$ cat src/rtl/mwsl_pkg.sv
`timescale 1ns / 1ps
// Shared types for the max window sum block: controller states and the
// command and status groups between controller and datapath. No dependencies.
package mwsl_pkg;

	localparam int LIMIT_W = 32;
	// limit plus one more value: the widest the window total gets before pops
	localparam int TOTAL_W = LIMIT_W + 1;

	typedef enum logic [2:0] {
		ST_IDLE,
		ST_FULL_RD,
		ST_FULL_POP,
		ST_PUSH,
		ST_CHECK,
		ST_POP,
		ST_EMIT
	} state_t;

	typedef struct packed {
		logic load_in;   // capture the accepted item
		logic rd_head;   // read the oldest window entry
		logic pop;       // drop the oldest entry using the read data
		logic set_ovf;   // mark overflow
		logic push;      // append the held value
		logic upd_best;  // fold the total into the best sum
		logic emit;      // load the result and clear the run
	} cmd_t;

	typedef struct packed {
		logic full;
		logic nonempty;
		logic over;
		logic last;
		logic out_busy;
	} sts_t;

endpackage

$ cat src/rtl/mwsl_ctrl.sv
`timescale 1ns / 1ps
// Controller for the max window sum block: sequences push, pops and result.
// Depends on mwsl_pkg.
module mwsl_ctrl (
	input  logic          clk,
	input  logic          arst_n,
	input  logic          in_valid,
	output logic          in_ready,
	input  mwsl_pkg::sts_t sts,
	output mwsl_pkg::cmd_t cmd
);
	import mwsl_pkg::*;

	state_t state_q, state_nx;

	always_ff @(posedge clk or negedge arst_n) begin
		if (!arst_n) begin
			state_q <= ST_IDLE;
		end else begin
			state_q <= state_nx;
		end
	end

	always_comb begin
		state_nx = state_q;
		case (state_q)
			ST_IDLE: begin
				if (in_valid) begin
					state_nx = sts.full ? ST_FULL_RD : ST_PUSH;
				end
			end
			ST_FULL_RD:  state_nx = ST_FULL_POP;
			ST_FULL_POP: state_nx = ST_PUSH;
			ST_PUSH:     state_nx = ST_CHECK;
			ST_CHECK: begin
				if (sts.nonempty && sts.over) begin
					state_nx = ST_POP;
				end else begin
					state_nx = sts.last ? ST_EMIT : ST_IDLE;
				end
			end
			ST_POP: state_nx = ST_CHECK;
			ST_EMIT: begin
				if (!sts.out_busy) begin
					state_nx = ST_IDLE;
				end
			end
			default: state_nx = ST_IDLE;
		endcase
	end

	always_comb begin
		cmd      = '0;
		in_ready = 1'b0;
		case (state_q)
			ST_IDLE: begin
				in_ready    = 1'b1;
				cmd.load_in = in_valid;
			end
			ST_FULL_RD: cmd.rd_head = 1'b1;
			ST_FULL_POP: begin
				cmd.pop     = 1'b1;
				cmd.set_ovf = 1'b1;
			end
			ST_PUSH: cmd.push = 1'b1;
			ST_CHECK: begin
				if (sts.nonempty && sts.over) begin
					cmd.rd_head = 1'b1;
				end else begin
					cmd.upd_best = 1'b1;
				end
			end
			ST_POP:  cmd.pop  = 1'b1;
			ST_EMIT: cmd.emit = !sts.out_busy;
			default: cmd = '0;
		endcase
	end

endmodule

$ cat config.mk
export PLATFORM = sky130hd
export DESIGN_NAME = mwsl_ctrl
export DESIGN_NICKNAME = d
export VERILOG_FILES = /design/src/rtl/mwsl_pkg.sv /design/src/rtl/mwsl_ctrl.sv
export SDC_FILE = /design/constraint.sdc
export NUM_CORES = 1
export LEC_CHECK = 0
export BUFFER_PORTS_ARGS = -buffer_cell sky130_fd_sc_hd__clkbuf_2
export CELL_PAD_IN_SITES_DETAIL_PLACEMENT = 0
export CELL_PAD_IN_SITES_GLOBAL_PLACEMENT = 1
export CORE_AREA = 2 2 39 41
export CTS_BUF_LIST = sky130_fd_sc_hd__clkbuf_2
export DETAILED_ROUTE_END_ITERATION = 8
export DIE_AREA = 0 0 41 43
export PLACE_DENSITY_LB_ADDON = 0.1
export SYNTH_ARGS = -nofsm -noshare
export SYNTH_HDL_FRONTEND = slang
export SYNTH_SLANG_ARGS = --single-unit
$ cat constraint.sdc
create_clock -name clk -period 2.7 [get_ports clk]
set_input_delay 0.81 -clock clk [delete_from_list [all_inputs] [get_ports clk]]
set_output_delay 0.81 -clock clk [all_outputs]
set_load 0.02 [all_outputs]
==> results of run 1 <==
==> worst min-delay path by stage <==
stage	endpoint	cells past startpoint	startpoint
detailed placement	state_q[0]	1	arst_n
floorplan	state_q[0]	0	arst_n
CTS	state_q[1]	1	arst_n
finish	state_q[1]	1	arst_n
global route	state_q[1]	1	arst_n
global placement	state_q[0]	1	arst_n
==> through the flow <==
step / cell area [sq um] / hold slack (ps) / total power, mW / utilization
floorplan: 295 / 514 / 0.349 / -
global placement: 369 / 605 / 0.410 / 0.267
detailed placement: 369 / 610 / 0.406 / 0.267
CTS: 389 / 392 / 0.469 / 0.281
global route: 389 / 382 / 0.507 / 0.281
finish: 389 / 400 / 0.464 / 0.281
==> Yosys cell counts, drive strengths merged <==
library cell and count:
nand4b 1, nand2b 1, dfrtp 3, o21ai 1, and3b 1, nor2 2, nand2 5, nand3b 1
o311a 1, a21oi 2, a221oi 1, buf 3, mux2i 1, nor3 1, a221o 1, nor3b 2
a31oi 1, a211o 1, and2 2, and2b 2, inv 2
==> logic make-up after synthesis <==
family          count (synthesis)
compound gates                  8
buf+inv                         5
simple gates                   18
mux                             1
flops                           3
==> power by group <==
part / total (mW) / internal, mW / switching [mW]
registers: 0.135 / 0.0667 / 0.0681
logic: 0.269 / 0.125 / 0.144
clock network: 0.0599 / 0.0391 / 0.0208
==> per-layer routing <==
metal  up-vias  global-route usage
li1        157                   -
met5         -                   0
met4         0              0.0800
met1       140               0.129
met2        13               0.134
met3         0              0.0314
==> cell type report <==
class | count | area, sq um | area share
tap | 16 | 20.0 | 0.0514
clock buffer | 4 | 20.0 | 0.0514
multi-input combinational | 27 | 191 | 0.492
inverter | 2 | 7.51 | 0.0193
timing repair buffer | 15 | 75.1 | 0.193
sequential | 3 | 75.1 | 0.193
==> run metrics, run 1 <==
Yosys top cell by area dfrtp_1; placed wire-length estimate roughly 540 microns; largest net degree at the start of global routing 16; XOR/XNOR Fraction of Synth Area 0; # resized after CTS 0; crit path max fanout 9; Yosys cell types 24; area grow syn2layout 31.8%; Crit. End Element output port; final setup TNS 0 ps; Vias/cell 4.63; CP Launch Type flip-flop; CP Capture Point cmd[5]; Filler cells approximately 160; routed wl met3 44 microns; mux share of post-synthesis cell area 0.0339; WP buf/inv 1; max incr delay on CP ~520 ps; Die X 41 microns; biggest regs state_q: 3 flops; commonest non-fill, non-tap cell in the layout clkbuf_2; Clock Path Buffers 2; Global Route Usage Sum 0.101; Clock Latency Late Sink 200 ps; r2r worst-path depth 3; nets 60; Root Buffer clkbuf_2; Final Worst Setup Slack 492 ps; Synth top area share 0.254; Synth warnings 0; clk slew on worst S/H paths 40 ps; routed wl met2 between 300 and 400 microns; Core Box Area 0.00138 sq mm; Fmax achieved 0.453 GHz; # clock sinks 3; max FFs per register 3; Layout Cells excl Fill 67; first-pass GRT wire length roughly 1.2 mm; Crit path max-delay family flip-flops; power per standard cell area ~1200 mW/mm^2; Yosys reg bits 3; Critical Path AT 1400 ps; First-pass DRT Iterations 4; Starting Density 0.213; status finished clean; crit path from state_q[0]; Max-slew headroom 0.706; main combinational cell family by area after synthesis simple AND/OR/NAND/NOR gates; die area between 0.0015 and 0.002 sq mm; period utilization 0.818; length of routed wiring on met1 357 microns; post-synthesis cell area ~300 sq um; worst reg2reg endpoint state_q[1]; Post-DRT Antenna Nets 0; Post-Syn Nets 43; via count 310; Num CTS Buffers 3; Post-Place Setup Slack 549 ps; uppermost layer routed met3; Synth Area in Compound Gates 0.220; DP Cell Count 63; Ant. Diodes 0; critical-path cell list and2b_2 > a31oi_1 > nor2_1 > clkbuf_2; synth top area cells dfrtp_1 (25%), nand2_1 (6.4%), a221oi_2 (5.1%); mean routed wirelength per cell 10.6 microns; routability cong. 0.634; Die Y between 40 and 50 microns; Setup CP Type reg2out; H-tree depth 1; # hold bufs at CTS 0; slew at the pin closest to its max-slew limit 441 ps; num ports 16; share of cells above drive strength 1 0.451; MaxCap Viol Count 0; sequential area share after synthesis 0.254; CP required 1890 ps; Worst path slowest cell dfrtp_1; Post-Synth Simple-Gate Area 0.394; Final Critical Period about 2200 ps; Synth Instances 35; RSZ-0062 raised after global routing no; Top reg by flops state_q; CTS tree yes; WP depth 4; DRC Markers 0; I/O Buffers 15; vias in the first global route approximately 290; Rows 14; FF-to-FF setup slack approximately 1400 ps; total gr overflow 0; Worst Skew around 2.6 ps; VDD IR max about 0.36 mV; drt total wl 711 microns; initial antenna violation count 0; Synth Area in Adders 0; Setup Viol. Count Final 0; commonest cells after routing, fill and taps aside clkbuf_2 (19), nand2_1 (5), dfrtp_1 (3); syn avg cell area 8.44 sq um; Iteration-0 DRC Markers 5; postcts setup bufs 0; Hold Path Class in2async; Fin. Hold Viols 0; Leak 0.204 nW; Reg2Reg Launch Point state_q[1]; Slew Limit Fails 0
Power figures use the tool's default switching activity.
==> run 2: changes to the inputs <==
==> constraint.sdc (replaced) <==
create_clock -name clk -period 2.1 [get_ports clk]
set_input_delay 0.63 -clock clk [delete_from_list [all_inputs] [get_ports clk]]
set_output_delay 0.63 -clock clk [all_outputs]
set_load 0.02 [all_outputs]
==> run metrics, run 2 (synthesized netlist as in run 1, its figures left out) <==
CTS tree yes; Hold Path Class in2async; Worst Skew 2.61 ps; Core Box Area 0.00138 sq mm; status finished clean; final setup TNS 0 ps; max FFs per register 3; Final Critical Period 1980 ps; Leak 0.213 nW; Post-DRT Antenna Nets 0; CP Launch Type flip-flop; mean routed wirelength per cell 9.77 microns; H-tree depth 1; Fmax achieved 0.506 GHz; Ant. Diodes 0; Global Route Usage Sum 0.102; # resized after CTS 0; RSZ-0062 raised after global routing no; period utilization 0.942; postcts setup bufs 0; die area 0.00176 sq mm; Max-slew headroom 0.772; Setup Viol. Count Final 0; power per standard cell area 1530 mW/mm^2; clk slew on worst S/H paths 40 ps; first-pass GRT wire length 1.23 mm; # clock sinks 3; First-pass DRT Iterations 4; Critical Path AT 1350 ps; Rows 14; Clock Path Buffers 2; via count 307; commonest cells after routing, fill and taps aside clkbuf_2 (19), nand2_1 (5), dfrtp_1 (3); # hold bufs at CTS 0; routability cong. 0.647; I/O Buffers 15; commonest non-fill, non-tap cell in the layout clkbuf_2; VDD IR max 0.399 mV; Iteration-0 DRC Markers 2; crit path max fanout 10; Die Y 43 microns; total gr overflow 0; nets 62; share of cells above drive strength 1 0.472; largest net degree at the start of global routing 12; Num CTS Buffers 3; MaxCap Viol Count 0; biggest regs state_q: 3 flops; DRC Markers 0; Clock Latency Late Sink 200 ps; Fin. Hold Viols 0; vias in the first global route 317; Top reg by flops state_q; Root Buffer clkbuf_2; Slew Limit Fails 0; placed wire-length estimate approximately 550 microns; Crit. End Element output port; Starting Density 0.213; Setup CP Type reg2out; Vias/cell 4.45; slew at the pin closest to its max-slew limit 342 ps; worst hold margin 217 ps; area grow syn2layout 36.9%; drt total wl just under 700 microns; Die X 41 microns; num ports 16; initial antenna violation count 0; CP required 1470 ps
[run 2: changes by cell type in the layout (fill, tap and decap cells not counted), sizes merged]
cell,previous run,this run
buf,0,2
[run 2: critical path, stage by stage, from the launching register on]
cell and delay, ps:
dfrtp_1 480, and2b_2 280, a31oi_1 170, nor2_1 50, clkbuf_2 160
[run 2: area by class of cell]
type	instances	area, sq um
Timing Repair Buffer	17	90.1
Fill cell	166	980
Inverter	2	7.51
Sequential cell	3	75.1
Tap cell	16	20.0
Clock buffer	4	20.0
Multi-Input combinational cell	27	191
[run 2: final timing paths]
check / from / end / slack (ps) / depth (start not counted)
setup / recovery: state_q[2] / cmd[5] / 120 / 4
hold / removal: arst_n / state_q[1] / 220 / 1
setup reg to reg: state_q[1] / state_q[1] / 700 / 4
max in group asynchronous: arst_n / state_q[0] / 1770 / 1
hold reg to reg: state_q[2] / state_q[2] / 680 / 2
min in group clk: in_valid / state_q[1] / 680 / 3
[run 2: metal layers]
| layer | share of wire | track usage | vias to the layer above |
|---|---|---|---|
| met2 | 0.47 | 0.141 | 13 |
| met1 | 0.45 | 0.135 | 133 |
| met5 | 0 | 0 | - |
| met4 | 0 | 0.100 | 0 |
| met3 | 0.073 | 0 | 0 |
| li1 | - | - | 161 |
[run 2: through the flow]
stage | worst slack [ps] | util | instances | power [mW] | instance area, sq um
floorplan | 241 | - | 35 | 0.448 | 295
detailed placement | 294 | 0.278 | 65 | 0.546 | 384
CTS | 104 | 0.292 | 69 | 0.630 | 404
global placement | 326 | 0.278 | 65 | 0.554 | 384
finish | 122 | 0.292 | 69 | 0.620 | 404
global route | 34.8 | 0.292 | 69 | 0.687 | 404
[run 2: report_power, final]
| group | leakage [nW] | internal [mW] | switching, mW |
|---|---|---|---|
| Combinational | 0.160 | 0.184 | 0.210 |
| Clock | 0.0166 | 0.0502 | 0.0288 |
| Sequential | 0.0370 | 0.0863 | 0.0612 |
| Total | 0.213 | 0.320 | 0.300 |
